[src/hw/rtl/utcp_pkg.sv]
// Types, constants and helper functions of the tuning command parser.
package utcp_pkg;

    localparam int QUEUE_DEPTH = 2;
    localparam int QUEUE_AW    = $clog2(QUEUE_DEPTH);

    // Stored tuning values; target and base are two's complement.
    typedef struct packed {
        logic [15:0] kp;
        logic [15:0] ki;
        logic [15:0] kd;
        logic [15:0] target;
        logic [15:0] base;
    } t_stores;

    // One command from the front part to the back part.
    typedef struct packed {
        logic        echo;
        logic [7:0]  echo_byte;
        logic        ack;
        t_stores     stores;
    } t_cmd;

    typedef enum logic [2:0] {
        SEL_NONE   = 3'd0,
        SEL_KP     = 3'd1,
        SEL_KI     = 3'd2,
        SEL_KD     = 3'd3,
        SEL_TARGET = 3'd4,
        SEL_BASE   = 3'd5
    } t_sel;

    localparam logic [2:0] FIELD_KP     = 3'd0;
    localparam logic [2:0] FIELD_KI     = 3'd1;
    localparam logic [2:0] FIELD_KD     = 3'd2;
    localparam logic [2:0] FIELD_TARGET = 3'd3;
    localparam logic [2:0] FIELD_BASE   = 3'd4;

    // Decimal place of the leading digit of a 16-bit magnitude.
    localparam logic [2:0] DIGIT_TOP = 3'd4;

    localparam logic [7:0]  IDLE_LIMIT_RESET = 8'd5;
    localparam t_stores     STORES_RESET     = '{
        kp: 16'd25, ki: 16'd8, kd: 16'd0, target: 16'd42, base: 16'd800
    };

    localparam logic [7:0] CH_CR     = 8'h0D;
    localparam logic [7:0] CH_LF     = 8'h0A;
    localparam logic [7:0] CH_SPACE  = 8'h20;
    localparam logic [7:0] CH_MINUS  = 8'h2D;
    localparam logic [7:0] CH_ZERO   = 8'h30;
    localparam logic [7:0] CH_NINE   = 8'h39;
    localparam logic [7:0] CH_LT     = 8'h3C;
    localparam logic [7:0] CH_GT     = 8'h3E;
    localparam logic [7:0] CH_P      = 8'h50;
    localparam logic [7:0] CH_I      = 8'h49;
    localparam logic [7:0] CH_D      = 8'h44;
    localparam logic [7:0] CH_T      = 8'h54;
    localparam logic [7:0] CH_B      = 8'h42;
    localparam logic [7:0] CASE_MASK = 8'hDF;

    // Upper-case hex character of one nibble.
    function automatic logic [7:0] hex_char(input logic [3:0] nib);
        if (nib < 4'd10) begin
            return CH_ZERO + {4'b0, nib};
        end
        return 8'h37 + {4'b0, nib};
    endfunction

    // Weight of a decimal place.
    function automatic logic [16:0] pow10(input logic [2:0] pos);
        case (pos)
            3'd0: return 17'd1;
            3'd1: return 17'd10;
            3'd2: return 17'd100;
            3'd3: return 17'd1000;
            default: return 17'd10000;
        endcase
    endfunction

    // Letter that opens each field of the acknowledge line.
    function automatic logic [7:0] field_letter(input logic [2:0] field);
        case (field)
            FIELD_KP:     return CH_P;
            FIELD_KI:     return CH_I;
            FIELD_KD:     return CH_D;
            FIELD_TARGET: return CH_T;
            default:      return CH_B;
        endcase
    endfunction

endpackage

[src/hw/rtl/uart_tuning_command_parser.sv]
// Top level of the UART tuning command parser.
// Input channel: one beat per UART event. i_mode low carries a received byte in
// i_rx_byte with its error flag i_rx_error; i_mode high is an idle poll tick.
// Output channel: one beat per byte to transmit on o_tx_byte, with o_last set on
// the final beat caused by an input beat, and the five stored tuning values on
// every beat. A good byte is echoed as '<HH>'; a line ended by CR, LF or the
// idle timeout with a parameter letter seen stores the value and adds the line
// "P.. I.. D.. T.. B..\r\n". Beats that cause nothing give no output beats.
// The first output beat of an input beat passes the command queue, the command
// register of the sequencer and the output register. The sequencer takes each
// echo character, letter, sign, space and line end, and each decimal place (five
// per value, leading zeros suppressed), as a step of its own after a step to
// fetch the command, and so sets the rate; an output stall holds it.
// A two-entry command queue sits between the parser and the sequencer, so the
// parser keeps taking input beats while the sequencer works or the receiver
// stalls; o_in_ready falls only when that queue is full. A stalled output beat
// is held in the output register. Reset (synchronous, active low) empties the
// queue and output, clears the line, and restores the default values and an
// idle limit of 5. i_cfg_we writes the idle limit from i_cfg_wdata.
module uart_tuning_command_parser #(
    parameter int LINE_CAPACITY = 64
) (
    input  logic               i_clk,
    input  logic               i_rst_n,
    input  logic               i_cfg_we,
    input  logic [7:0]         i_cfg_wdata,
    input  logic               i_in_valid,
    output logic               o_in_ready,
    input  logic               i_mode,
    input  logic [7:0]         i_rx_byte,
    input  logic               i_rx_error,
    output logic               o_out_valid,
    input  logic               i_out_ready,
    output logic [7:0]         o_tx_byte,
    output logic               o_last,
    output logic [15:0]        o_kp_code,
    output logic [15:0]        o_ki_code,
    output logic [15:0]        o_kd_code,
    output logic signed [15:0] o_target_speed,
    output logic signed [15:0] o_base_duty
);

    // Commands from the parser: echo byte, acknowledge flag and value snapshot.
    logic              w_push;
    utcp_pkg::t_cmd    w_push_data;
    logic              w_full;
    logic              w_pop;
    logic              w_empty;
    utcp_pkg::t_cmd    w_pop_data;
    utcp_pkg::t_stores w_stores;

    utcp_front #(
        .LINE_CAPACITY (LINE_CAPACITY)
    ) u_front (
        .i_clk        (i_clk),
        .i_rst_n      (i_rst_n),
        .i_cfg_we     (i_cfg_we),
        .i_cfg_wdata  (i_cfg_wdata),
        .i_in_valid   (i_in_valid),
        .o_in_ready   (o_in_ready),
        .i_mode       (i_mode),
        .i_rx_byte    (i_rx_byte),
        .i_rx_error   (i_rx_error),
        .i_queue_full (w_full),
        .o_push       (w_push),
        .o_push_data  (w_push_data)
    );

    utcp_queue u_queue (
        .i_clk       (i_clk),
        .i_rst_n     (i_rst_n),
        .i_push      (w_push),
        .i_push_data (w_push_data),
        .o_full      (w_full),
        .i_pop       (w_pop),
        .o_empty     (w_empty),
        .o_pop_data  (w_pop_data)
    );

    // The sequencer owns the output register that parts it from the receiver.
    utcp_back u_back (
        .i_clk         (i_clk),
        .i_rst_n       (i_rst_n),
        .i_queue_empty (w_empty),
        .i_queue_data  (w_pop_data),
        .o_pop         (w_pop),
        .o_out_valid   (o_out_valid),
        .i_out_ready   (i_out_ready),
        .o_tx_byte     (o_tx_byte),
        .o_last        (o_last),
        .o_stores      (w_stores)
    );

    assign o_kp_code      = w_stores.kp;
    assign o_ki_code      = w_stores.ki;
    assign o_kd_code      = w_stores.kd;
    assign o_target_speed = signed'(w_stores.target);
    assign o_base_duty    = signed'(w_stores.base);

endmodule

[src/hw/rtl/utcp_queue.sv]
// Short command queue between the line parser and the transmit sequencer.
module utcp_queue (
    input  logic            i_clk,
    input  logic            i_rst_n,
    input  logic            i_push,
    input  utcp_pkg::t_cmd  i_push_data,
    output logic            o_full,
    input  logic            i_pop,
    output logic            o_empty,
    output utcp_pkg::t_cmd  o_pop_data
);

    utcp_pkg::t_cmd                 r_mem [utcp_pkg::QUEUE_DEPTH];
    logic [utcp_pkg::QUEUE_AW-1:0]  r_wr_ptr;
    logic [utcp_pkg::QUEUE_AW-1:0]  r_rd_ptr;
    logic [utcp_pkg::QUEUE_AW:0]    r_count;
    logic                           w_do_push;
    logic                           w_do_pop;

    assign o_full     = (r_count == (utcp_pkg::QUEUE_AW + 1)'(utcp_pkg::QUEUE_DEPTH));
    assign o_empty    = (r_count == '0);
    assign w_do_push  = i_push && !o_full;
    assign w_do_pop   = i_pop && !o_empty;
    assign o_pop_data = r_mem[r_rd_ptr];

    always_ff @(posedge i_clk) begin
        if (w_do_push) begin
            r_mem[r_wr_ptr] <= i_push_data;
        end
    end

    always_ff @(posedge i_clk) begin
        if (!i_rst_n) begin
            r_wr_ptr <= '0;
            r_rd_ptr <= '0;
            r_count  <= '0;
        end else begin
            if (w_do_push) begin
                r_wr_ptr <= r_wr_ptr + 1'b1;
            end
            if (w_do_pop) begin
                r_rd_ptr <= r_rd_ptr + 1'b1;
            end
            if (w_do_push && !w_do_pop) begin
                r_count <= r_count + 1'b1;
            end else if (w_do_pop && !w_do_push) begin
                r_count <= r_count - 1'b1;
            end
        end
    end

endmodule

[src/hw/rtl/utcp_front.sv]
// Line parser: takes byte and idle-tick beats, keeps line state and stored values.
module utcp_front #(
    parameter int LINE_CAPACITY = 64
) (
    input  logic            i_clk,
    input  logic            i_rst_n,
    input  logic            i_cfg_we,
    input  logic [7:0]      i_cfg_wdata,
    input  logic            i_in_valid,
    output logic            o_in_ready,
    input  logic            i_mode,
    input  logic [7:0]      i_rx_byte,
    input  logic            i_rx_error,
    input  logic            i_queue_full,
    output logic            o_push,
    output utcp_pkg::t_cmd  o_push_data
);

    localparam int LW = $clog2(LINE_CAPACITY);
    localparam logic [LW-1:0] LINE_LIMIT = LW'(LINE_CAPACITY - 1);

    logic [7:0]        r_idle_limit;
    logic [LW-1:0]     r_line_count, n_line_count;
    logic [7:0]        r_idle_count, n_idle_count;
    utcp_pkg::t_sel    r_sel, n_sel;
    logic [15:0]       r_acc, n_acc;
    utcp_pkg::t_stores r_stores, n_stores;

    logic        w_accept;
    logic        w_echo;
    logic        w_ack;
    logic        w_close;
    logic        w_close_term;
    logic        w_is_digit;
    logic [7:0]  w_upper;
    logic [19:0] w_acc_ext;
    logic [15:0] w_acc_digit;

    assign o_in_ready  = !i_queue_full;
    assign w_accept    = i_in_valid && !i_queue_full;
    assign w_is_digit  = (i_rx_byte >= utcp_pkg::CH_ZERO) && (i_rx_byte <= utcp_pkg::CH_NINE);
    assign w_upper     = i_rx_byte & utcp_pkg::CASE_MASK;
    // Digits carry their value in the low nibble.
    assign w_acc_ext   = 20'(r_acc) * 20'd10 + 20'(i_rx_byte[3:0]);
    assign w_acc_digit = (w_acc_ext[19:16] != 4'd0) ? 16'hFFFF : w_acc_ext[15:0];

    always_comb begin
        n_line_count = r_line_count;
        n_idle_count = r_idle_count;
        n_sel        = r_sel;
        n_acc        = r_acc;
        n_stores     = r_stores;
        w_echo       = 1'b0;
        w_ack        = 1'b0;
        w_close      = 1'b0;
        w_close_term = 1'b0;

        if (w_accept) begin
            if (!i_mode) begin
                n_idle_count = 8'd0;
                if (i_rx_error) begin
                    n_line_count = '0;
                    n_sel        = utcp_pkg::SEL_NONE;
                    n_acc        = 16'd0;
                end else begin
                    w_echo = 1'b1;
                    if (r_line_count < LINE_LIMIT) begin
                        n_line_count = r_line_count + 1'b1;
                        if (i_rx_byte == utcp_pkg::CH_CR || i_rx_byte == utcp_pkg::CH_LF) begin
                            w_close      = 1'b1;
                            w_close_term = 1'b1;
                        end else if (w_is_digit) begin
                            n_acc = w_acc_digit;
                        end else if (w_upper == utcp_pkg::CH_P) begin
                            n_sel = utcp_pkg::SEL_KP;
                            n_acc = 16'd0;
                        end else if (w_upper == utcp_pkg::CH_I) begin
                            n_sel = utcp_pkg::SEL_KI;
                            n_acc = 16'd0;
                        end else if (w_upper == utcp_pkg::CH_D) begin
                            n_sel = utcp_pkg::SEL_KD;
                            n_acc = 16'd0;
                        end else if (w_upper == utcp_pkg::CH_T) begin
                            n_sel = utcp_pkg::SEL_TARGET;
                            n_acc = 16'd0;
                        end else if (w_upper == utcp_pkg::CH_B) begin
                            n_sel = utcp_pkg::SEL_BASE;
                            n_acc = 16'd0;
                        end
                    end else begin
                        // The line is full: the byte is echoed and the line dropped.
                        n_line_count = '0;
                        n_sel        = utcp_pkg::SEL_NONE;
                        n_acc        = 16'd0;
                    end
                end
            end else if (r_line_count != '0) begin
                if (r_idle_count != 8'hFF) begin
                    n_idle_count = r_idle_count + 8'd1;
                end
                if (n_idle_count >= r_idle_limit) begin
                    w_close      = 1'b1;
                    w_close_term = (r_line_count < LINE_LIMIT);
                end
            end

            if (w_close) begin
                if (w_close_term && r_sel != utcp_pkg::SEL_NONE) begin
                    w_ack = 1'b1;
                    case (r_sel)
                        utcp_pkg::SEL_KP:     n_stores.kp     = r_acc;
                        utcp_pkg::SEL_KI:     n_stores.ki     = r_acc;
                        utcp_pkg::SEL_KD:     n_stores.kd     = r_acc;
                        utcp_pkg::SEL_TARGET: n_stores.target = r_acc;
                        default:              n_stores.base   = r_acc;
                    endcase
                end
                n_line_count = '0;
                n_sel        = utcp_pkg::SEL_NONE;
                n_acc        = 16'd0;
                n_idle_count = 8'd0;
            end
        end
    end

    assign o_push                = w_accept && (w_echo || w_ack);
    assign o_push_data.echo      = w_echo;
    assign o_push_data.echo_byte = i_rx_byte;
    assign o_push_data.ack       = w_ack;
    assign o_push_data.stores    = n_stores;

    always_ff @(posedge i_clk) begin
        if (!i_rst_n) begin
            r_idle_limit <= utcp_pkg::IDLE_LIMIT_RESET;
            r_line_count <= '0;
            r_idle_count <= 8'd0;
            r_sel        <= utcp_pkg::SEL_NONE;
            r_acc        <= 16'd0;
            r_stores     <= utcp_pkg::STORES_RESET;
        end else begin
            if (i_cfg_we) begin
                r_idle_limit <= i_cfg_wdata;
            end
            r_line_count <= n_line_count;
            r_idle_count <= n_idle_count;
            r_sel        <= n_sel;
            r_acc        <= n_acc;
            r_stores     <= n_stores;
        end
    end

endmodule

[src/hw/rtl/utcp_back.sv]
// Transmit sequencer: turns queued commands into hex echo and decimal acknowledge bytes.
module utcp_back (
    input  logic               i_clk,
    input  logic               i_rst_n,
    input  logic               i_queue_empty,
    input  utcp_pkg::t_cmd     i_queue_data,
    output logic               o_pop,
    output logic               o_out_valid,
    input  logic               i_out_ready,
    output logic [7:0]         o_tx_byte,
    output logic               o_last,
    output utcp_pkg::t_stores  o_stores
);

    typedef enum logic [7:0] {
        S_IDLE   = 8'b0000_0001,
        S_ECHO   = 8'b0000_0010,
        S_LETTER = 8'b0000_0100,
        S_SIGN   = 8'b0000_1000,
        S_DIGIT  = 8'b0001_0000,
        S_SPACE  = 8'b0010_0000,
        S_CR     = 8'b0100_0000,
        S_LF     = 8'b1000_0000
    } t_state;

    t_state            r_state, n_state;
    utcp_pkg::t_cmd    r_cmd;
    logic [1:0]        r_echo_idx, n_echo_idx;
    logic [2:0]        r_field, n_field;
    logic [16:0]       r_value, n_value;
    logic [2:0]        r_pos, n_pos;
    logic              r_started, n_started;
    logic              r_out_valid;
    logic [7:0]        r_out_byte;
    logic              r_out_last;
    utcp_pkg::t_stores r_out_stores;

    logic [15:0] w_field_raw;
    logic        w_field_neg;
    logic [16:0] w_field_mag;
    logic [16:0] w_place;
    logic [3:0]  w_dig;
    logic [16:0] w_sub;
    logic        w_emit;
    logic [7:0]  w_byte;
    logic        w_last;
    logic        w_out_free;
    logic        w_step;

    assign w_out_free = !r_out_valid || i_out_ready;
    assign o_pop      = (r_state == S_IDLE) && !i_queue_empty;

    always_comb begin
        case (r_field)
            utcp_pkg::FIELD_KP:     w_field_raw = r_cmd.stores.kp;
            utcp_pkg::FIELD_KI:     w_field_raw = r_cmd.stores.ki;
            utcp_pkg::FIELD_KD:     w_field_raw = r_cmd.stores.kd;
            utcp_pkg::FIELD_TARGET: w_field_raw = r_cmd.stores.target;
            default:                w_field_raw = r_cmd.stores.base;
        endcase
    end

    assign w_field_neg = (r_field == utcp_pkg::FIELD_TARGET || r_field == utcp_pkg::FIELD_BASE)
                         && w_field_raw[15];
    assign w_field_mag = w_field_neg ? (17'h10000 - {1'b0, w_field_raw}) : {1'b0, w_field_raw};

    // One decimal digit per step: compare against the nine multiples of the place.
    assign w_place = utcp_pkg::pow10(r_pos);
    always_comb begin
        w_dig = 4'd0;
        w_sub = 17'd0;
        for (int k = 1; k < 10; k++) begin
            if (r_value >= 17'(k) * w_place) begin
                w_dig = 4'(k);
                w_sub = 17'(k) * w_place;
            end
        end
    end

    always_comb begin
        w_emit = 1'b0;
        w_byte = utcp_pkg::CH_SPACE;
        w_last = 1'b0;
        case (r_state)
            S_ECHO: begin
                w_emit = 1'b1;
                case (r_echo_idx)
                    2'd0:    w_byte = utcp_pkg::CH_LT;
                    2'd1:    w_byte = utcp_pkg::hex_char(r_cmd.echo_byte[7:4]);
                    2'd2:    w_byte = utcp_pkg::hex_char(r_cmd.echo_byte[3:0]);
                    default: w_byte = utcp_pkg::CH_GT;
                endcase
                w_last = (r_echo_idx == 2'd3) && !r_cmd.ack;
            end
            S_LETTER: begin
                w_emit = 1'b1;
                w_byte = utcp_pkg::field_letter(r_field);
            end
            S_SIGN: begin
                w_emit = 1'b1;
                w_byte = utcp_pkg::CH_MINUS;
            end
            S_DIGIT: begin
                w_emit = r_started || (w_dig != 4'd0) || (r_pos == 3'd0);
                w_byte = utcp_pkg::CH_ZERO + {4'b0, w_dig};
            end
            S_SPACE: begin
                w_emit = 1'b1;
                w_byte = utcp_pkg::CH_SPACE;
            end
            S_CR: begin
                w_emit = 1'b1;
                w_byte = utcp_pkg::CH_CR;
            end
            S_LF: begin
                w_emit = 1'b1;
                w_byte = utcp_pkg::CH_LF;
                w_last = 1'b1;
            end
            default: begin
                w_emit = 1'b0;
            end
        endcase
    end

    assign w_step = (r_state != S_IDLE) && (!w_emit || w_out_free);

    always_comb begin
        n_state    = r_state;
        n_echo_idx = r_echo_idx;
        n_field    = r_field;
        n_value    = r_value;
        n_pos      = r_pos;
        n_started  = r_started;
        if (r_state == S_IDLE) begin
            if (!i_queue_empty) begin
                n_state    = i_queue_data.echo ? S_ECHO : S_LETTER;
                n_echo_idx = 2'd0;
                n_field    = utcp_pkg::FIELD_KP;
            end
        end else if (w_step) begin
            case (r_state)
                S_ECHO: begin
                    if (r_echo_idx == 2'd3) begin
                        n_state = r_cmd.ack ? S_LETTER : S_IDLE;
                    end
                    n_echo_idx = r_echo_idx + 2'd1;
                end
                S_LETTER: begin
                    n_value   = w_field_mag;
                    n_pos     = utcp_pkg::DIGIT_TOP;
                    n_started = 1'b0;
                    n_state   = w_field_neg ? S_SIGN : S_DIGIT;
                end
                S_SIGN: begin
                    n_state = S_DIGIT;
                end
                S_DIGIT: begin
                    n_value   = r_value - w_sub;
                    n_started = r_started || (w_dig != 4'd0);
                    n_pos     = r_pos - 3'd1;
                    if (r_pos == 3'd0) begin
                        n_state = (r_field == utcp_pkg::FIELD_BASE) ? S_CR : S_SPACE;
                    end
                end
                S_SPACE: begin
                    n_field = r_field + 3'd1;
                    n_state = S_LETTER;
                end
                S_CR: begin
                    n_state = S_LF;
                end
                default: begin
                    n_state = S_IDLE;
                end
            endcase
        end
    end

    always_ff @(posedge i_clk) begin
        if (o_pop) begin
            r_cmd <= i_queue_data;
        end
        r_echo_idx <= n_echo_idx;
        r_field    <= n_field;
        r_value    <= n_value;
        r_pos      <= n_pos;
        r_started  <= n_started;
        if (w_step && w_emit) begin
            r_out_byte   <= w_byte;
            r_out_last   <= w_last;
            r_out_stores <= r_cmd.stores;
        end
    end

    always_ff @(posedge i_clk) begin
        if (!i_rst_n) begin
            r_state     <= S_IDLE;
            r_out_valid <= 1'b0;
        end else begin
            r_state <= n_state;
            if (w_step && w_emit) begin
                r_out_valid <= 1'b1;
            end else if (i_out_ready) begin
                r_out_valid <= 1'b0;
            end
        end
    end

    assign o_out_valid = r_out_valid;
    assign o_tx_byte   = r_out_byte;
    assign o_last      = r_out_last;
    assign o_stores    = r_out_stores;

endmodule

[config.mk]
export PLATFORM = sky130hd
export DESIGN_NAME = uart_tuning_command_parser
export DESIGN_NICKNAME = d
export VERILOG_FILES = /design/src/hw/rtl/utcp_pkg.sv /design/src/hw/rtl/uart_tuning_command_parser.sv /design/src/hw/rtl/utcp_queue.sv /design/src/hw/rtl/utcp_front.sv /design/src/hw/rtl/utcp_back.sv
export SDC_FILE = /design/constraint.sdc
export NUM_CORES = 1
export LEC_CHECK = 0
export ABC_AREA = 1
export ABC_CLOCK_PERIOD_IN_PS = 12400
export BUFFER_PORTS_ARGS = -buffer_cell sky130_fd_sc_hd__buf_2
export CAP_MARGIN = 20
export CORE_ASPECT_RATIO = 1.2
export CORE_MARGIN = 3
export CORE_UTILIZATION = 30
export CTS_CLUSTER_DIAMETER = 60
export DETAILED_ROUTE_END_ITERATION = 12
export SYNTH_ARGS = -nofsm -noshare
export SYNTH_HDL_FRONTEND = slang
export SYNTH_HIERARCHICAL = 1
export SYNTH_SLANG_ARGS = --single-unit
[constraint.sdc]
create_clock -name i_clk -period 12.4 [get_ports i_clk]
set_input_delay 2.48 -clock i_clk [delete_from_list [all_inputs] [get_ports i_clk]]
set_output_delay 2.48 -clock i_clk [all_outputs]
set_load 0.03 [all_outputs]
# Word-level counts from Yosys, hierarchy flattened
# Memory sizes are Yosys's and may differ from the RTL's. A register that Yosys moved wholly into a read port is not among the register bits.
# Index checks and enable logic that the tools add are counted.
# word_totals
n_memories,1
reg_bits,338
ramBits,180
# op_classes
multipliers,6
n_lt_le_gt_ge,15
n_addsub,17
n_mux,124
bitwise,1
n_eq_ne,41
reduce_logical,51
# memory_table
memory,words,width,rd,rd_ports_with_merged_regs,wr,line_no,source
u_queue.r_mem,2,90,1,1,1,utcp_queue.sv:13,utcp_pkg::t_cmd r_mem [utcp_pkg::QUEUE_DEPTH];
# ops
cell,n
two-way mux 16 bit,17
two-way mux 80 bit,3
two-way mux 17 bit,8
two-way mux 8 bit,16
>= comparator 17 bit,6
case mux 8 bit (6 select lines),2
case mux 16 bit (4 select lines),1
two-way mux 3 bit,21
case mux 14 bit (4 select lines),1
adder 6 x 4 -> 7 bit (first input constant),5
== test 7 x 6 -> 1 bit (second input constant),5
multiplier 3 x 14 -> 17 bit (first input constant),2
case mux 17 bit (2 select lines),1
multiplier 2 x 14 -> 16 bit (first input constant),2
two-way mux 1 bit,30
== test 8 x 4 -> 1 bit (second input constant),3
two-way mux 6 bit,4
case mux 8 bit (3 select lines),1
adder 20 x 4 -> 20 bit,1
case mux 5 bit (4 select lines),1
multiplier 16 x 3 -> 19 bit (second input constant),1
== test 3 x 2 -> 1 bit (second input constant),6
>= comparator 17 x 14 -> 1 bit,1
>= comparator 17 x 15 -> 1 bit,1
other kinds (58),116

# Longest topological paths before layout
# logic_depth
ltp_word,21
depth_mapped,51
ltp_nobuf,51

# Cells and area by module
# Netlist, hierarchy kept.
# modules_own_cells
module,seq_area_each_um2,n_inst,area_per_inst_um2,cells_per_inst
utcp_back,6276.0,1,13513.0,1458
utcp_front,2422.3,1,7259.5,1086
utcp_queue,5505.3,1,7193.1,318

# Worst setup path after synthesis
# Ideal clock, no wire load.
# synth_path
path_type,input to register
from,in i_rx_byte[5]
to,mem u_queue/r_mem[0][0] in the netlist's numbering (enable)
n_path_buf,0
arrival_time_ns,7.272
required_time_ns,11.861
setup_slack_ns,4.589
setup_time_ns,0.539
cell_stages,10
cell_sequence,nor4_1 -> o2111ai_1 -> nand2_1 -> nand2_2 -> nor2_2 -> nand2_4 -> inv_1 -> or2_2 -> o21ai_2 -> nor2_1
# synth_via
elab_chain_len,16
elab_cells_between_ends,19
# synth_lines
item,line_no,source
from (decl),uart_tuning_command_parser.sv:30,"input logic [7:0] i_rx_byte,"
== test 8 x 4 -> 1 bit,utcp_front.sv:69,if (i_rx_byte == utcp_pkg::CH_CR || i_rx_byte == utcp_pkg::CH_LF) begin
logical OR 1 bit *,utcp_front.sv:69,
two-way mux 1 bit *,utcp_front.sv:69,
two-way mux 1 bit *,utcp_front.sv:67,if (r_line_count < LINE_LIMIT) begin
two-way mux 1 bit *,utcp_front.sv:61,if (i_rx_error) begin
two-way mux 1 bit,utcp_front.sv:59,if (!i_mode) begin
two-way mux 1 bit,utcp_front.sv:58,if (w_accept) begin
logical AND 1 bit,utcp_front.sv:108,if (w_close_term && r_sel != utcp_pkg::SEL_NONE) begin
[2 not listed],--,
two-way mux 1 bit *,utcp_front.sv:58,
net u_front.w_ack,utcp_front.sv:31,logic w_ack;
logical OR 1 bit *,utcp_front.sv:126,assign o_push = w_accept && (w_echo || w_ack);
logical AND 1 bit *,utcp_front.sv:126,
net w_push,uart_tuning_command_parser.sv:44,logic w_push;
logical AND 1 bit *,utcp_queue.sv:22,assign w_do_push = i_push && !o_full;
two-way mux 1 bit *,utcp_queue.sv:27,if (w_do_push) begin
two-way mux 1 bit (implied by the code) *,utcp_queue.sv:28,r_mem[r_wr_ptr] <= i_push_data;
to (decl),utcp_queue.sv:13,
# The timed path passes the listed nets; every way through them passes the cells marked *. The select of a mux whose other input is x is not followed.

# Final worst setup path
# layout_path
from,reg u_back.r_pos[0]
to,reg u_back.r_value[13] (data pin)
# layout_via
elab_chain_len,14
elab_cells_between_ends,30
# layout_lines
item,line_no,source
from (decl),utcp_back.sv:31,"logic [2:0] r_pos, n_pos;"
from (signal assigned),utcp_back.sv:187,r_pos <= n_pos;
"== test 3 x 2 -> 1 bit, or another cell as far along",utcp_pkg.sv:72,case (pos)
case mux 14 bit (4 select lines) *,utcp_pkg.sv:72,
"parallel branches: the longest is 9 deep, another holds >= comparator 17 bit",--,
two-way mux 17 bit *,utcp_back.sv:73,if (r_value >= 17'(k) * w_place) begin
subtractor 17 bit *,utcp_back.sv:159,n_value = r_value - w_sub;
case mux 17 bit (2 select lines) *,utcp_back.sv:142,case (r_state)
to (signal assigned),utcp_back.sv:186,r_value <= n_value;
to (decl),utcp_back.sv:30,"logic [16:0] r_value, n_value;"
# Mark *: on every way between the ends.
# A chain may end at the register's enable or synchronous reset.

==> run metrics <==
run status=complete, no violations; hold path depth=0; Pre-antenna DRT Iters=6; TritonCTS Buffers=52; most instantiated flip-flop cell in the synthesis netlist=sky130_fd_sc_hd__edfxtp_1; launching element type of the critical path=flop; Final #Nets=3207; Finished Layout Cells=4269; type of element capturing the critical path=flop; max-slew violation count=0; flip-flop and latch count after synthesis=518; half-perimeter wire length after detailed placement=59200 um; maximum capacitance violations=0; clock-pin slew on the worst setup and hold paths=60 ps; post-placement setup slack=3930 ps; CTS tree=built; chip width=285 um; cts hold-fix bufs=0; data required time at the worst endpoint=12710 ps; post-cts sizing count=0; stages on the worst setup path=46; number of warning messages in the yosys log=6; worst supply voltage drop on vdd=89.6 uV; wire length on met2=39500 um; slowest cell on the critical path=sky130_fd_sc_hd__clkinv_1; Starting Density=30.3%; number of setup violations in the final report=0; residual DRC count=0; worst-margin pin slew=1140 ps; min Tclk post-route=8680 ps; post-synthesis area per instance=9.77 um2; most prevalent standard cell on the critical path=sky130_fd_sc_hd__nand2_1; remaining antenna violation count=0; DIE AREA=0.0969 mm2; share of flip-flops with an asynchronous set or reset after synthesis=0%; overflow left after global routing=0; crit share post-route=70.0%; post-layout utilization of the core=34.1%; worst max-slew margin expressed relative to the limit=22.9%; area added between synthesis and finish=12.7%; number of placement rows=122; endpoint arrival time on the critical path=9000 ps; buffer and inverter count on the worst path=7; Final Worst Setup Slack=3720 ps; category of the most critical setup path=reg2reg; DRC marker count from the first detailed-route iteration=1356; wire length per cell after detailed routing=18.6 um; R2R cell count=46; Port Buffers=112; type of the most critical hold path=reg2reg; highest metal layer with signal wires=met4; WL final=79400 um; initial antenna violation count=3; number of buffers on the longest clock path=3; vias per cell=4.79; largest driver fanout on the critical path=14; Worst Skew=24.1 ps; clock latency on the worst-skew pair=600 ps; final number of hold-violating endpoints=0; delay of the slowest cell on the worst path=620 ps; Post-CTS Setup Bufs=0; weighted congestion reported at the end of routability-driven placement=0.956; wire length of the first global-routing pass=120000 um; wire length on met1=33400 um; mapped cell area=0.0280 mm2; top cell family by delay on the critical path=compound AO/OA/AOI/OAI gates; # IOs=114; share of cells above drive strength 1=13.9%; Lkg Pwr=13.3 nW; core footprint=0.0924 mm2; fill cell count=9399; cell total after placement=4170; total power divided by cell area=146 mW/mm2; pin count of the biggest net entering global routing=65; H-tree depth=2; number of global-route vias before repair=20200; gate count after technology mapping=2862; commonest cells after routing, fill and taps aside=sky130_fd_sc_hd__nand2_1 (563), sky130_fd_sc_hd__edfxtp_1 (383), sky130_fd_sc_hd__inv_1 (353), sky130_fd_sc_hd__nor2_1 (208), sky130_fd_sc_hd__ha_1 (190); unique cell type count in the Yosys netlist=65; reg-to-reg slack, setup=3720 ps; overall track demand over capacity in global routing=15.9%; met3 wirelength from detailed routing=3180 um; via count=20400; setup total negative slack=0 ps; count of flip-flops with a built-in enable after synthesis=383; most common cell after layout, fill and taps aside=sky130_fd_sc_hd__nand2_1; number of sinks handled by clock tree synthesis=518; sequential-to-total area share from yosys stat=50.8%; maximum frequency from static timing analysis=115 MHz; setup repair after global routing missed its margin=false; CTS root buffer=sky130_fd_sc_hd__clkbuf_16; die boundary height=340 um
-- cell families after synthesis --
kind of cell | Yosys count | synth area share (%)
flops | 518 | 50.8
xor+xnor | 41 | 1.28
other cells | 2 | 0.0269
simple gates | 1065 | 16.9
buf+inv | 450 | 6.97
mux | 90 | 4.83
compound gates | 496 | 10.0
fa+ha+maj | 200 | 9.22
-- layer usage --
| layer | vias to the layer above | track usage (%) |
|---|---|---|
| met5 | - | 0 |
| met4 | 0 | 6.67 |
| met3 | 166 | 1.80 |
| met2 | 523 | 28.6 |
| met1 | 9711 | 19.2 |
| li1 | 10000 | - |
-- per-stage QoR --
| stage | power (W) | area [um2] | hold WS, ps |
|---|---|---|---|
| global placement | 0.00308 | 29800 | 427 |
| finish | 0.00461 | 31500 | 447 |
| CTS | 0.00466 | 31500 | 448 |
| detailed placement | 0.00309 | 29800 | 430 |
| global route | 0.00483 | 31500 | 458 |
| floorplan | 0.00279 | 28000 | 421 |
-- where the power goes --
group / total (W) / switching (W) / leakage, nW / internal [W]
registers: 0.00217 / 0.000106 / 4.70 / 0.00207
logic: 0.000884 / 0.000630 / 7.73 / 0.000254
clock network: 0.00156 / 0.000665 / 0.824 / 0.000891
total: 0.00461 / 0.00140 / 13.3 / 0.00321
-- Yosys cell counts, types with 21 or more instances --
cell type	instances	area (um2)
sky130_fd_sc_hd__nand2_1	563	2110
sky130_fd_sc_hd__edfxtp_1	383	11500
sky130_fd_sc_hd__inv_1	353	1330
sky130_fd_sc_hd__nor2_1	213	800
sky130_fd_sc_hd__a21oi_1	190	951
sky130_fd_sc_hd__ha_1	190	2380
sky130_fd_sc_hd__o21ai_0	183	916
sky130_fd_sc_hd__dfxtp_1	135	2700
sky130_fd_sc_hd__nand3_1	112	561
sky130_fd_sc_hd__mux2_4	90	1350
sky130_fd_sc_hd__nand4_1	45	282
sky130_fd_sc_hd__clkbuf_1	35	131
sky130_fd_sc_hd__xor2_1	29	254
sky130_fd_sc_hd__nand2_2	28	175
sky130_fd_sc_hd__nor3_1	28	140
sky130_fd_sc_hd__nor4_1	21	131
-- flip-flops by register name, indices dropped and copies added, names as in the netlist, named ones only --
| signal | count |
|---|---|
| u_front/r_idle_count | 8 |
| u_back/r_started | 1 |
| u_back/r_cmd | 89 |
| u_front/r_sel | 3 |
| u_back/r_state | 8 |
| u_back/o_last | 1 |
| u_back/o_out_valid | 1 |
| u_queue/r_rd_ptr | 1 |
| u_back/o_stores | 80 |
| u_front/r_line_count | 6 |
| u_front/r_idle_limit | 8 |
| u_queue/r_count | 2 |
| u_back/r_field | 3 |
| u_queue/r_mem | 180 |
| u_front/r_acc | 16 |
| u_front/r_stores | 80 |
| u_back/o_tx_byte | 7 |
| u_back/r_value | 17 |
| u_back/r_pos | 3 |
| u_back/r_echo_idx | 2 |
| u_queue/r_wr_ptr | 1 |
-- worst register-to-register path: cells and delay by family, from the launching register on --
kind,cells,cell delay [ps]
DFF,1,410
and+or+nand+nor,16,2130
xor gates and xnor gates,1,130
buffers and inverters,7,1470
adders and majority gates,5,1340
AOI/OAI and AO/OA,17,2930
-- final timing paths --
check	end	startpoint
worst min-delay path	u_back/o_stores[10]	u_back/r_cmd[10]
worst min register to register	u_back/o_stores[10]	u_back/r_cmd[10]
worst max-delay path	u_back/r_value[13]	u_back/r_pos[0]
worst max register to register	u_back/r_value[13]	u_back/r_pos[0]
-- area by class of cell --
cell class | instances | area (um2) | share of cell area [%]
Inverter | 377 | 1420 | 4.51
Multi-Input combinational cell | 1900 | 11900 | 37.7
Antenna cell | 2 | 5.00 | 0.0159
Clock inverter | 30 | 305 | 0.969
Timing Repair Buffer | 135 | 733 | 2.33
Sequential cell | 518 | 14200 | 45.1
Clock buffer | 67 | 1400 | 4.44
Tap cell | 1240 | 1550 | 4.92
Power figures use the tool's default switching activity.
